==> src/rtl/oil_pkg.sv <==
// Package: shared types and constants for the octree insert locator.
package oil_pkg;

  // Input item: object center and bounding radius, Q16.16
  typedef struct packed {
    logic signed [31:0] pos_x;
    logic signed [31:0] pos_y;
    logic signed [31:0] pos_z;
    logic        [29:0] bound_radius;
  } in_item_t;

  // Result item: where the object lands
  typedef struct packed {
    logic [20:0] node_path;
    logic [2:0]  descents;
    logic [1:0]  stop_cause;
  } out_item_t;

  // Configuration register indexes
  localparam logic [2:0] REG_CENTER_X   = 3'd0;
  localparam logic [2:0] REG_CENTER_Y   = 3'd1;
  localparam logic [2:0] REG_CENTER_Z   = 3'd2;
  localparam logic [2:0] REG_HALF_WIDTH = 3'd3;
  localparam logic [2:0] REG_LEVELS     = 3'd4;

  // Stop causes
  localparam logic [1:0] CAUSE_OUTSIDE  = 2'd0;
  localparam logic [1:0] CAUSE_STRADDLE = 2'd1;
  localparam logic [1:0] CAUSE_DEEPEST  = 2'd2;

  // Square/accumulate sequencer steps
  localparam logic [2:0] SQ_X     = 3'd0;
  localparam logic [2:0] SQ_Y     = 3'd1;
  localparam logic [2:0] SQ_Z     = 3'd2;
  localparam logic [2:0] SQ_LIM   = 3'd3;
  localparam logic [2:0] SQ_CMP   = 3'd4;

  // Path and depth limits fixed by the result fields
  localparam int PATH_SLOTS = 7;
  localparam int LEVEL_CAP  = 8;

  // Controller to datapath commands
  typedef struct packed {
    logic       load;
    logic       diff;
    logic       sq;
    logic [2:0] sq_cnt;
    logic       descend;
    logic       finish;
    logic [1:0] cause;
  } cmd_t;

  // Datapath to controller status
  typedef struct packed {
    logic far;
    logic straddle;
    logic beyond;
    logic last;
  } status_t;

endpackage

==> src/rtl/oil_ctrl.sv <==
// Controller: per-node sequencing of difference, squaring and decision steps.
module oil_ctrl (
  input  logic              clk,
  input  logic              rst_n,
  input  logic              start,
  output logic              busy,
  input  oil_pkg::status_t  status,
  output oil_pkg::cmd_t     cmd
);

  typedef enum logic [1:0] {
    ST_IDLE,
    ST_DIFF,
    ST_SQ
  } state_t;

  state_t     state_r, state_nxt;
  logic [2:0] cnt_r, cnt_nxt;

  // State and counter registers
  always_ff @(posedge clk) begin
    if (!rst_n) begin
      state_r <= ST_IDLE;
      cnt_r   <= oil_pkg::SQ_X;
    end else begin
      state_r <= state_nxt;
      cnt_r   <= cnt_nxt;
    end
  end

  assign busy = (state_r != ST_IDLE);

  // Next state and commands
  always_comb begin
    state_nxt   = state_r;
    cnt_nxt     = cnt_r;
    cmd         = '0;
    cmd.sq_cnt  = cnt_r;
    cmd.cause   = oil_pkg::CAUSE_DEEPEST;
    case (state_r)
      ST_IDLE: begin
        if (start) begin
          cmd.load  = 1'b1;
          state_nxt = ST_DIFF;
        end
      end
      ST_DIFF: begin
        cmd.diff  = 1'b1;
        cnt_nxt   = oil_pkg::SQ_X;
        state_nxt = ST_SQ;
      end
      ST_SQ: begin
        cmd.sq = 1'b1;
        if (cnt_r == oil_pkg::SQ_X && status.far) begin
          // some axis alone is past the bound: no squares needed
          cmd.finish = 1'b1;
          cmd.cause  = oil_pkg::CAUSE_OUTSIDE;
          state_nxt  = ST_IDLE;
        end else if (cnt_r == oil_pkg::SQ_CMP) begin
          if (status.beyond) begin
            cmd.finish = 1'b1;
            cmd.cause  = oil_pkg::CAUSE_OUTSIDE;
            state_nxt  = ST_IDLE;
          end else if (status.straddle) begin
            cmd.finish = 1'b1;
            cmd.cause  = oil_pkg::CAUSE_STRADDLE;
            state_nxt  = ST_IDLE;
          end else if (status.last) begin
            cmd.finish = 1'b1;
            cmd.cause  = oil_pkg::CAUSE_DEEPEST;
            state_nxt  = ST_IDLE;
          end else begin
            cmd.descend = 1'b1;
            state_nxt   = ST_DIFF;
          end
        end else begin
          cnt_nxt = cnt_r + 3'd1;
        end
      end
      default: begin
        state_nxt = ST_IDLE;
      end
    endcase
  end

endmodule

==> src/rtl/oil_dp.sv <==
// Datapath: config registers, node center tracking, shared squarer, result register.
module oil_dp #(
  parameter int MAX_LEVELS = 8
) (
  input  logic               clk,
  input  logic               rst_n,
  input  logic               cfg_we,
  input  logic [2:0]         cfg_idx,
  input  logic [31:0]        cfg_wdata,
  input  oil_pkg::in_item_t  in_item,
  input  oil_pkg::cmd_t      cmd,
  output oil_pkg::status_t   status,
  output logic               out_valid,
  output oil_pkg::out_item_t out_item
);

  localparam int LEV_LIM = (MAX_LEVELS < oil_pkg::LEVEL_CAP) ? MAX_LEVELS : oil_pkg::LEVEL_CAP;
  localparam logic [3:0] LEV_MAX = 4'(LEV_LIM);

  // Configuration registers
  logic [31:0] cfg_cx_r, cfg_cy_r, cfg_cz_r;
  logic [29:0] cfg_hw_r;
  logic [3:0]  cfg_lev_r;

  // Per-item working registers
  logic [31:0] px_r, py_r, pz_r;
  logic [29:0] rad_r;
  logic [32:0] cx_r, cy_r, cz_r;
  logic [29:0] hw_r;
  logic [20:0] path_r;
  logic [2:0]  depth_r;

  // Node test registers
  logic [31:0] ax_r, ay_r, az_r;
  logic [31:0] lim_r;
  logic        far_r, straddle_r;
  logic [2:0]  idx_r;
  logic [63:0] prod_r;
  logic [65:0] acc_r;

  logic               out_valid_r;
  oil_pkg::out_item_t out_item_r;

  // Config writes
  always_ff @(posedge clk) begin
    if (!rst_n) begin
      cfg_cx_r  <= '0;
      cfg_cy_r  <= '0;
      cfg_cz_r  <= '0;
      cfg_hw_r  <= 30'd4194304;
      cfg_lev_r <= 4'd8;
    end else if (cfg_we) begin
      case (cfg_idx)
        oil_pkg::REG_CENTER_X:   cfg_cx_r  <= cfg_wdata;
        oil_pkg::REG_CENTER_Y:   cfg_cy_r  <= cfg_wdata;
        oil_pkg::REG_CENTER_Z:   cfg_cz_r  <= cfg_wdata;
        oil_pkg::REG_HALF_WIDTH: cfg_hw_r  <= cfg_wdata[29:0];
        oil_pkg::REG_LEVELS:     cfg_lev_r <= cfg_wdata[3:0];
        default: ;
      endcase
    end
  end

  // Effective level count: zero acts as one, capped at the limit
  logic [3:0] lev_eff;
  always_comb begin
    if (cfg_lev_r == 4'd0)         lev_eff = 4'd1;
    else if (cfg_lev_r > LEV_MAX)  lev_eff = LEV_MAX;
    else                           lev_eff = cfg_lev_r;
  end

  // Offsets from the node center and their magnitudes
  logic [33:0] dx, dy, dz;
  logic [33:0] mx, my, mz;
  logic [31:0] lim_w;
  assign dx = {{2{px_r[31]}}, px_r} - {cx_r[32], cx_r};
  assign dy = {{2{py_r[31]}}, py_r} - {cy_r[32], cy_r};
  assign dz = {{2{pz_r[31]}}, pz_r} - {cz_r[32], cz_r};
  assign mx = dx[33] ? (~dx + 34'd1) : dx;
  assign my = dy[33] ? (~dy + 34'd1) : dy;
  assign mz = dz[33] ? (~dz + 34'd1) : dz;
  assign lim_w = {2'b0, rad_r} + {1'b0, hw_r, 1'b0};

  // Shared squarer operand select
  logic [31:0] op_w;
  logic [63:0] prod_w;
  always_comb begin
    case (cmd.sq_cnt)
      oil_pkg::SQ_X:   op_w = ax_r;
      oil_pkg::SQ_Y:   op_w = ay_r;
      oil_pkg::SQ_Z:   op_w = az_r;
      oil_pkg::SQ_LIM: op_w = lim_r;
      default:         op_w = lim_r;
    endcase
  end
  assign prod_w = op_w * op_w;

  // Child center step
  logic [32:0] step_w;
  assign step_w = {4'b0, hw_r[29:1]};

  always_ff @(posedge clk) begin
    // item load
    if (cmd.load) begin
      px_r    <= in_item.pos_x;
      py_r    <= in_item.pos_y;
      pz_r    <= in_item.pos_z;
      rad_r   <= in_item.bound_radius;
      cx_r    <= {cfg_cx_r[31], cfg_cx_r};
      cy_r    <= {cfg_cy_r[31], cfg_cy_r};
      cz_r    <= {cfg_cz_r[31], cfg_cz_r};
      hw_r    <= cfg_hw_r;
      path_r  <= '0;
      depth_r <= '0;
    end
    // per-node axis tests; squares are only used when no axis is past the bound
    if (cmd.diff) begin
      ax_r       <= mx[31:0];
      ay_r       <= my[31:0];
      az_r       <= mz[31:0];
      lim_r      <= lim_w;
      far_r      <= (mx > {2'b0, lim_w}) || (my > {2'b0, lim_w}) ||
                    (mz > {2'b0, lim_w});
      straddle_r <= (mx <= {4'b0, rad_r}) || (my <= {4'b0, rad_r}) ||
                    (mz <= {4'b0, rad_r});
      idx_r      <= {!dz[33] && (dz != '0), !dy[33] && (dy != '0), !dx[33] && (dx != '0)};
    end
    // square and accumulate
    if (cmd.sq) begin
      if (cmd.sq_cnt <= oil_pkg::SQ_LIM) prod_r <= prod_w;
      if (cmd.sq_cnt == oil_pkg::SQ_Y) acc_r <= {2'b0, prod_r};
      else if (cmd.sq_cnt == oil_pkg::SQ_Z || cmd.sq_cnt == oil_pkg::SQ_LIM)
        acc_r <= acc_r + {2'b0, prod_r};
    end
    // descend into the chosen octant
    if (cmd.descend) begin
      cx_r    <= idx_r[0] ? (cx_r + step_w) : (cx_r - step_w);
      cy_r    <= idx_r[1] ? (cy_r + step_w) : (cy_r - step_w);
      cz_r    <= idx_r[2] ? (cz_r + step_w) : (cz_r - step_w);
      hw_r    <= {1'b0, hw_r[29:1]};
      depth_r <= depth_r + 3'd1;
      for (int i = 0; i < oil_pkg::PATH_SLOTS; i++) begin
        if (depth_r == 3'(i)) path_r[3*i +: 3] <= idx_r;
      end
    end
    // result capture
    if (cmd.finish) begin
      out_item_r.node_path  <= path_r;
      out_item_r.descents   <= depth_r;
      out_item_r.stop_cause <= cmd.cause;
    end
  end

  // Result strobe
  always_ff @(posedge clk) begin
    if (!rst_n) out_valid_r <= 1'b0;
    else        out_valid_r <= cmd.finish;
  end

  assign status.far      = far_r;
  assign status.straddle = straddle_r;
  assign status.beyond   = acc_r > {2'b0, prod_r};
  assign status.last     = ({1'b0, depth_r} + 4'd1) >= lev_eff;
  assign out_valid       = out_valid_r;
  assign out_item        = out_item_r;

endmodule

==> src/rtl/octree_insert_locator.sv <==
// Top level: finds the implicit octree node that holds an object's bounding sphere.
// Per node visited: a difference step, four square steps and a compare step; a node is
// left right after its difference step when one axis alone lies past its bound.
// Throughput: one item at a time; busy stays high until the strobe, and the single
// shared squarer is used for all four squares of each node.
// Reset: rst_n low clears the controller and the strobe and restores register defaults.
module octree_insert_locator #(
  parameter int MAX_LEVELS = 8
) (
  input  logic               clk,
  input  logic               rst_n,
  input  logic               start,
  output logic               busy,
  input  oil_pkg::in_item_t  in_item,
  output logic               out_valid,
  output oil_pkg::out_item_t out_item,
  input  logic               cfg_we,
  input  logic [2:0]         cfg_idx,
  input  logic [31:0]        cfg_wdata
);

  oil_pkg::cmd_t    cmd;
  oil_pkg::status_t status;

  // Sequencer
  oil_ctrl u_ctrl (
    .clk    (clk),
    .rst_n  (rst_n),
    .start  (start),
    .busy   (busy),
    .status (status),
    .cmd    (cmd)
  );

  // Arithmetic and storage
  oil_dp #(
    .MAX_LEVELS (MAX_LEVELS)
  ) u_dp (
    .clk       (clk),
    .rst_n     (rst_n),
    .cfg_we    (cfg_we),
    .cfg_idx   (cfg_idx),
    .cfg_wdata (cfg_wdata),
    .in_item   (in_item),
    .cmd       (cmd),
    .status    (status),
    .out_valid (out_valid),
    .out_item  (out_item)
  );

endmodule
==> config.mk <==
export PLATFORM = sky130hd
export DESIGN_NAME = octree_insert_locator
export DESIGN_NICKNAME = d
export VERILOG_FILES = /design/src/rtl/oil_pkg.sv /design/src/rtl/oil_ctrl.sv /design/src/rtl/oil_dp.sv /design/src/rtl/octree_insert_locator.sv
export SDC_FILE = /design/constraint.sdc
export NUM_CORES = 2
export LEC_CHECK = 0
export ABC_AREA = 1
export BUFFER_PORTS_ARGS = -buffer_cell sky130_fd_sc_hd__buf_2
export CAP_MARGIN = 40
export CELL_PAD_IN_SITES_DETAIL_PLACEMENT = 1
export CELL_PAD_IN_SITES_GLOBAL_PLACEMENT = 1
export CORE_MARGIN = 2
export CORE_UTILIZATION = 45
export CTS_BUF_LIST = sky130_fd_sc_hd__clkbuf_2
export DETAILED_ROUTE_END_ITERATION = 12
export GPL_ROUTABILITY_DRIVEN = 0
export GPL_TIMING_DRIVEN = 0
export PLACE_DENSITY = 0.86
export SLEW_MARGIN = 10
export SYNTH_ARGS = -nofsm -noshare
export SYNTH_HDL_FRONTEND = slang
export SYNTH_SLANG_ARGS = --single-unit
==> constraint.sdc <==
create_clock -name clk -period 11.24 [get_ports clk]
set_input_delay 0 -clock clk [delete_from_list [all_inputs] [get_ports clk]]
set_output_delay 0 -clock clk [all_outputs]
set_load 0.005 [all_outputs]
==> results of run 1 <==
-- stage by stage --
stage	util (%)	hold WS, ns
CTS	51.8	0.00536
detailed placement	47.7	0.178
global placement	47.3	0.176
floorplan	-	0.0989
-- layer usage --
metal,global-route usage [%],GRT overflow
met5,30.0,0
met4,56.5,7
met3,41.7,0
met2,73.0,1
met1,56.4,0
-- cell families after synthesis --
kind of cell               Yosys count  share of synthesized area [%]
buffers and inverters             2439                           11.1
DFF                                703                           23.4
xor gates and xnor gates           338                           3.56
adders and majority gates         1646                           31.9
muxes                                1                         0.0135
and+or+nand+nor                   4104                           20.2
AOI/OAI and AO/OA                 1513                           9.88
-- timing repair --
action	in CTS
hold buffers	563
endpoints found under the setup margin	22
buffers inserted	0
resized for setup	25
hold endpoints to repair	453
==> out/qor.txt, run 1 <==
initial core utilization: 45.1%
largest cells by area after synthesis: edfxtp_1 20%, fa_1 19%, ha_1 13%
Vert. Die Dim: 435 um
placed cell count: 13500
top cell type by total area after synthesis: edfxtp_1
outcome: stopped before the end
post-synth cell types: 65
H-tree levels: 4
grt ovf: 8
Post-synth top cells: 2200 x inv_1, 2057 x nand2_1, 1302 x nor2_1, 844 x ha_1, 802 x fa_1
Syn Inst Count: 10700
cell area after placement: 88200 sq um
FF+latch count, synth: 703
Error: [ERROR GRT-0232] Routing congestion too high. Check the congestion heatmap in the GUI.
syn_nets: 12600
pre-CTS WS: -0.512 ns
DPL Wire Length: 291000 um
Mapped Area: 83400 sq um
CTS Buf Count: 192
Post-synth EDFFs: 545
I/O Pins: 193
PortBufs: 191
worst endpoint after global-route timing repair: u_dp.prod_r[61]$_DFFE_PP_/D
CTS Buffer Depth: 3
share of Yosys cell area claimed by the top area cell type: 19.6%
FFs w/ async S/R, synth: 0%
Die X: 435 um
row count: 158
Stop stage: global routing (5_1_grt)
Total GRT Usage: 57.2%
# clock sinks: 703
Syn. warnings: 0
synthesized area per cell: 7.76 sq um
post-synthesis sequential area ratio: 23.4%
worst ep type: sequential cell input
most common cell in the netlist: inv_1
largest net degree at the start of global routing: 82
ys flop type: edfxtp_1
CTS root buf: clkbuf_2
==> run 2, diff against run 1 <==
- CELL_PAD_IN_SITES_DETAIL_PLACEMENT: 1 -> unset
- CELL_PAD_IN_SITES_GLOBAL_PLACEMENT: 1 -> unset
- CORE_UTILIZATION: 45 -> 30
- CTS_BUF_LIST: sky130_fd_sc_hd__clkbuf_2 -> unset
- PLACE_DENSITY: 0.86 -> unset
- PLACE_DENSITY_LB_ADDON: unset -> 0.15
==> run 2 against run 1 <==
Effect of this change:
- the flow now finishes without violations
- synthesized cell count did not move
- area after synthesis unchanged
==> out/qor.txt, run 2 <==
CP max FO: 10
PnR worst setup slack: 0.230 ns
worst-margin pin slew: 0.973 ns
CTS tree: yes
Clk Latency, worst-skew pair: 0.77 ns
Die X: 531 um (+22%)
CTS root buf: clkbuf_16
outcome: complete, no violations
nets: 13200
most common cell in the netlist: inv_1
share of Yosys cell area claimed by the top area cell type: 19.6% (unchanged)
post-synth cell types: 65 (unchanged)
clock-pin slew on the worst setup and hold paths: 0.06 ns
largest register by flop count: u_dp.acc_r
Vert. Die Dim: 531 um (+22%)
I/O Pins: 193 (unchanged)
largest cells by area after synthesis: edfxtp_1 20%, fa_1 19%, ha_1 13%
final slew viol count: 0
critical path launch point: u_ctrl.cnt_r[0]
vias in the first global route: 75100
Startpoint Class: flop
row count: 193 (+22%)
most frequent cells in the layout: 2198 x inv_1, 2053 x nand2_1, 1301 x nor2_1
endpoint class of the critical path: flop
Worst Path Arrival: 11.49 ns
largest net degree at the start of global routing: 97
Post-Route WL: 333000 um
Syn. warnings: 0 (unchanged)
CP peak stage delay: 0.68 ns
final setup fails: 0
Mapped Area: 83400 sq um (unchanged)
multi-input logic area: 54800 sq um
grt ovf: 0
pre-CTS WS: -0.674 ns (-0.162 ns)
max frequency: 0.0908 GHz
Syn Inst Count: 10700 (unchanged)
Non-Filler Instances: 15200
critical path data required time: 11.72 ns
Period minus WS final: 11.01 ns
top cell type by total area after synthesis: edfxtp_1
ys flop type: edfxtp_1
crit-path most repeated cell: fa_1
initial core utilization: 30.2% (-15 points)
H-tree levels: 3 (-1)
Worst Min Path Start: in_item[59]
WL per Instance: 22.0 um
Max Cap Viol: 0
CTS Buffer Depth: 3 (unchanged)
CTS Buf Count: 83 (-57%)
fin crit share: 98.0%
core footprint: 276000 sq um
1st-iter DRT viols: 6133
syn_nets: 12600 (unchanged)
DRC Markers: 0
Layout area overhead: 14.9%
RSZ-0062 raised after global routing: no
Final Hold Viols: 0
FFs w/ async S/R, synth: 0% (unchanged)
Die ar.: 282000 sq um
DR vias/cell: 4.90
via count: 74200
Worst slew margin: 34.9%
DPL Wire Length: 282000 um (-2.9%)
synthesized area per cell: 7.76 sq um (unchanged)
Tightest Hold Check Type: in2reg
critical path's slowest cell: fa_1
Detail Route Antenna Nets: 0
# clock sinks: 703 (unchanged)
Worst Clk Skew: 0.0719 ns
WHS Path Cells: 2
most common cell after layout, fill and taps aside: inv_1
first-pass GRT wire length: 489000 um
Largest register FFs: 66
Reg area: 19500 sq um
1st-pass router iterations: 6
initial antenna violation count: 8
Total GRT Usage: 23.2%
PortBufs: 191 (unchanged)
Setup Crit Path Kind: reg2reg
Post-synth top cells: 2200 x inv_1, 2057 x nand2_1, 1302 x nor2_1, 844 x ha_1, 802 x fa_1
FF+latch count, synth: 703 (unchanged)
Post-synth EDFFs: 545 (unchanged)
r2r startpoint: u_ctrl.cnt_r[0]
biggest regs: u_dp.acc_r (66), u_dp.prod_r (63)
Fillers: 29400
Worst R2R Path Depth: 33
placed cell count: 14700 (+9.3%)
layout cells sized above 1: 5.39%
post-synthesis sequential area ratio: 23.4% (unchanged)
-- run 2: cell counts after synthesis --
No cell type changed its count.
-- run 2: worst paths after layout --
kind         slack, ns                end
max               0.23    u_dp.prod_r[60]
min              0.007      u_dp.pz_r[29]
max reg2reg       0.23    u_dp.prod_r[60]
min reg2reg       0.43  u_dp.out_item[20]
-- run 2: what timing repair did --
action / 4_1_cts / 5_1_grt
setup buffers: 2 / 3
pin swaps: 1 / 0
setup endpoints to repair: 22 / 17
endpoints found under the hold margin: 263 / 0
gates resized for setup: 16 / 30
hold buffers: 278 / 0
-- run 2: cell families (layout without fill, tap and decap cells) --
logic type / after synthesis / count (layout) / synth area share [%]
adders and majority gates: 1646 / 1646 / 31.9
muxes: 1 / 1 / 0.0135
DFF: 703 / 703 / 23.4
AOI/OAI and AO/OA: 1513 / 1513 / 9.88
buffers and inverters: 2439 / 3146 / 11.1
other: 0 / 4 / 0
xor gates and xnor gates: 338 / 338 / 3.56
and+or+nand+nor: 4104 / 4104 / 20.2
-- run 2: worst max-delay path: cells and delay by family, from the launching register on --
family	cells	cell delay (ns)
AOI/OAI and AO/OA	8	2.44
xor gates and xnor gates	1	0.27
adders and majority gates	10	4.91
buffers and inverters	9	1.72
DFF	1	0.35
and+or+nand+nor	5	1.02
-- run 2: layout make-up --
class,count,share of cell area [%]
repair buffers,554,5.09
plain buffers,216,0.964
well taps,3705,4.84
clock buffers,102,2.33
flip-flops and latches,703,20.4
diodes,4,0.0104
inverters,2221,8.72
multi-input cells,7602,57.2
clock inverters,53,0.501
-- run 2: per-layer routing --
metal / vias to the layer above / global-route usage (%) / routed length, um
li1: 35300 / - / -
met1: 36100 / 29.7 / 141000
met2: 2327 / 39.4 / 158000
met3: 535 / 2.54 / 17800
met4: 2 / 9.77 / 16400
met5: - / 0 / 11
-- run 2: through the flow --
step	TNS (ns)	hold slack, ns	utilization (%)	area (sq um)
6_report	0	0.00714	34.7	95800
5_1_grt	0	-0.00942	34.7	95800
4_1_cts	0	0.00758	34.6	95700
3_5_place_dp	-6.59	0.178	32.6	90200
3_3_place_gp	-83.38	0.176	32.2	89000
2_1_floorplan	0	0.0989	-	83400
Power of run 2 is left out: the tool's default activity adds up to more than one toggle a clock period on the data nets, which glitch-free logic cannot reach.
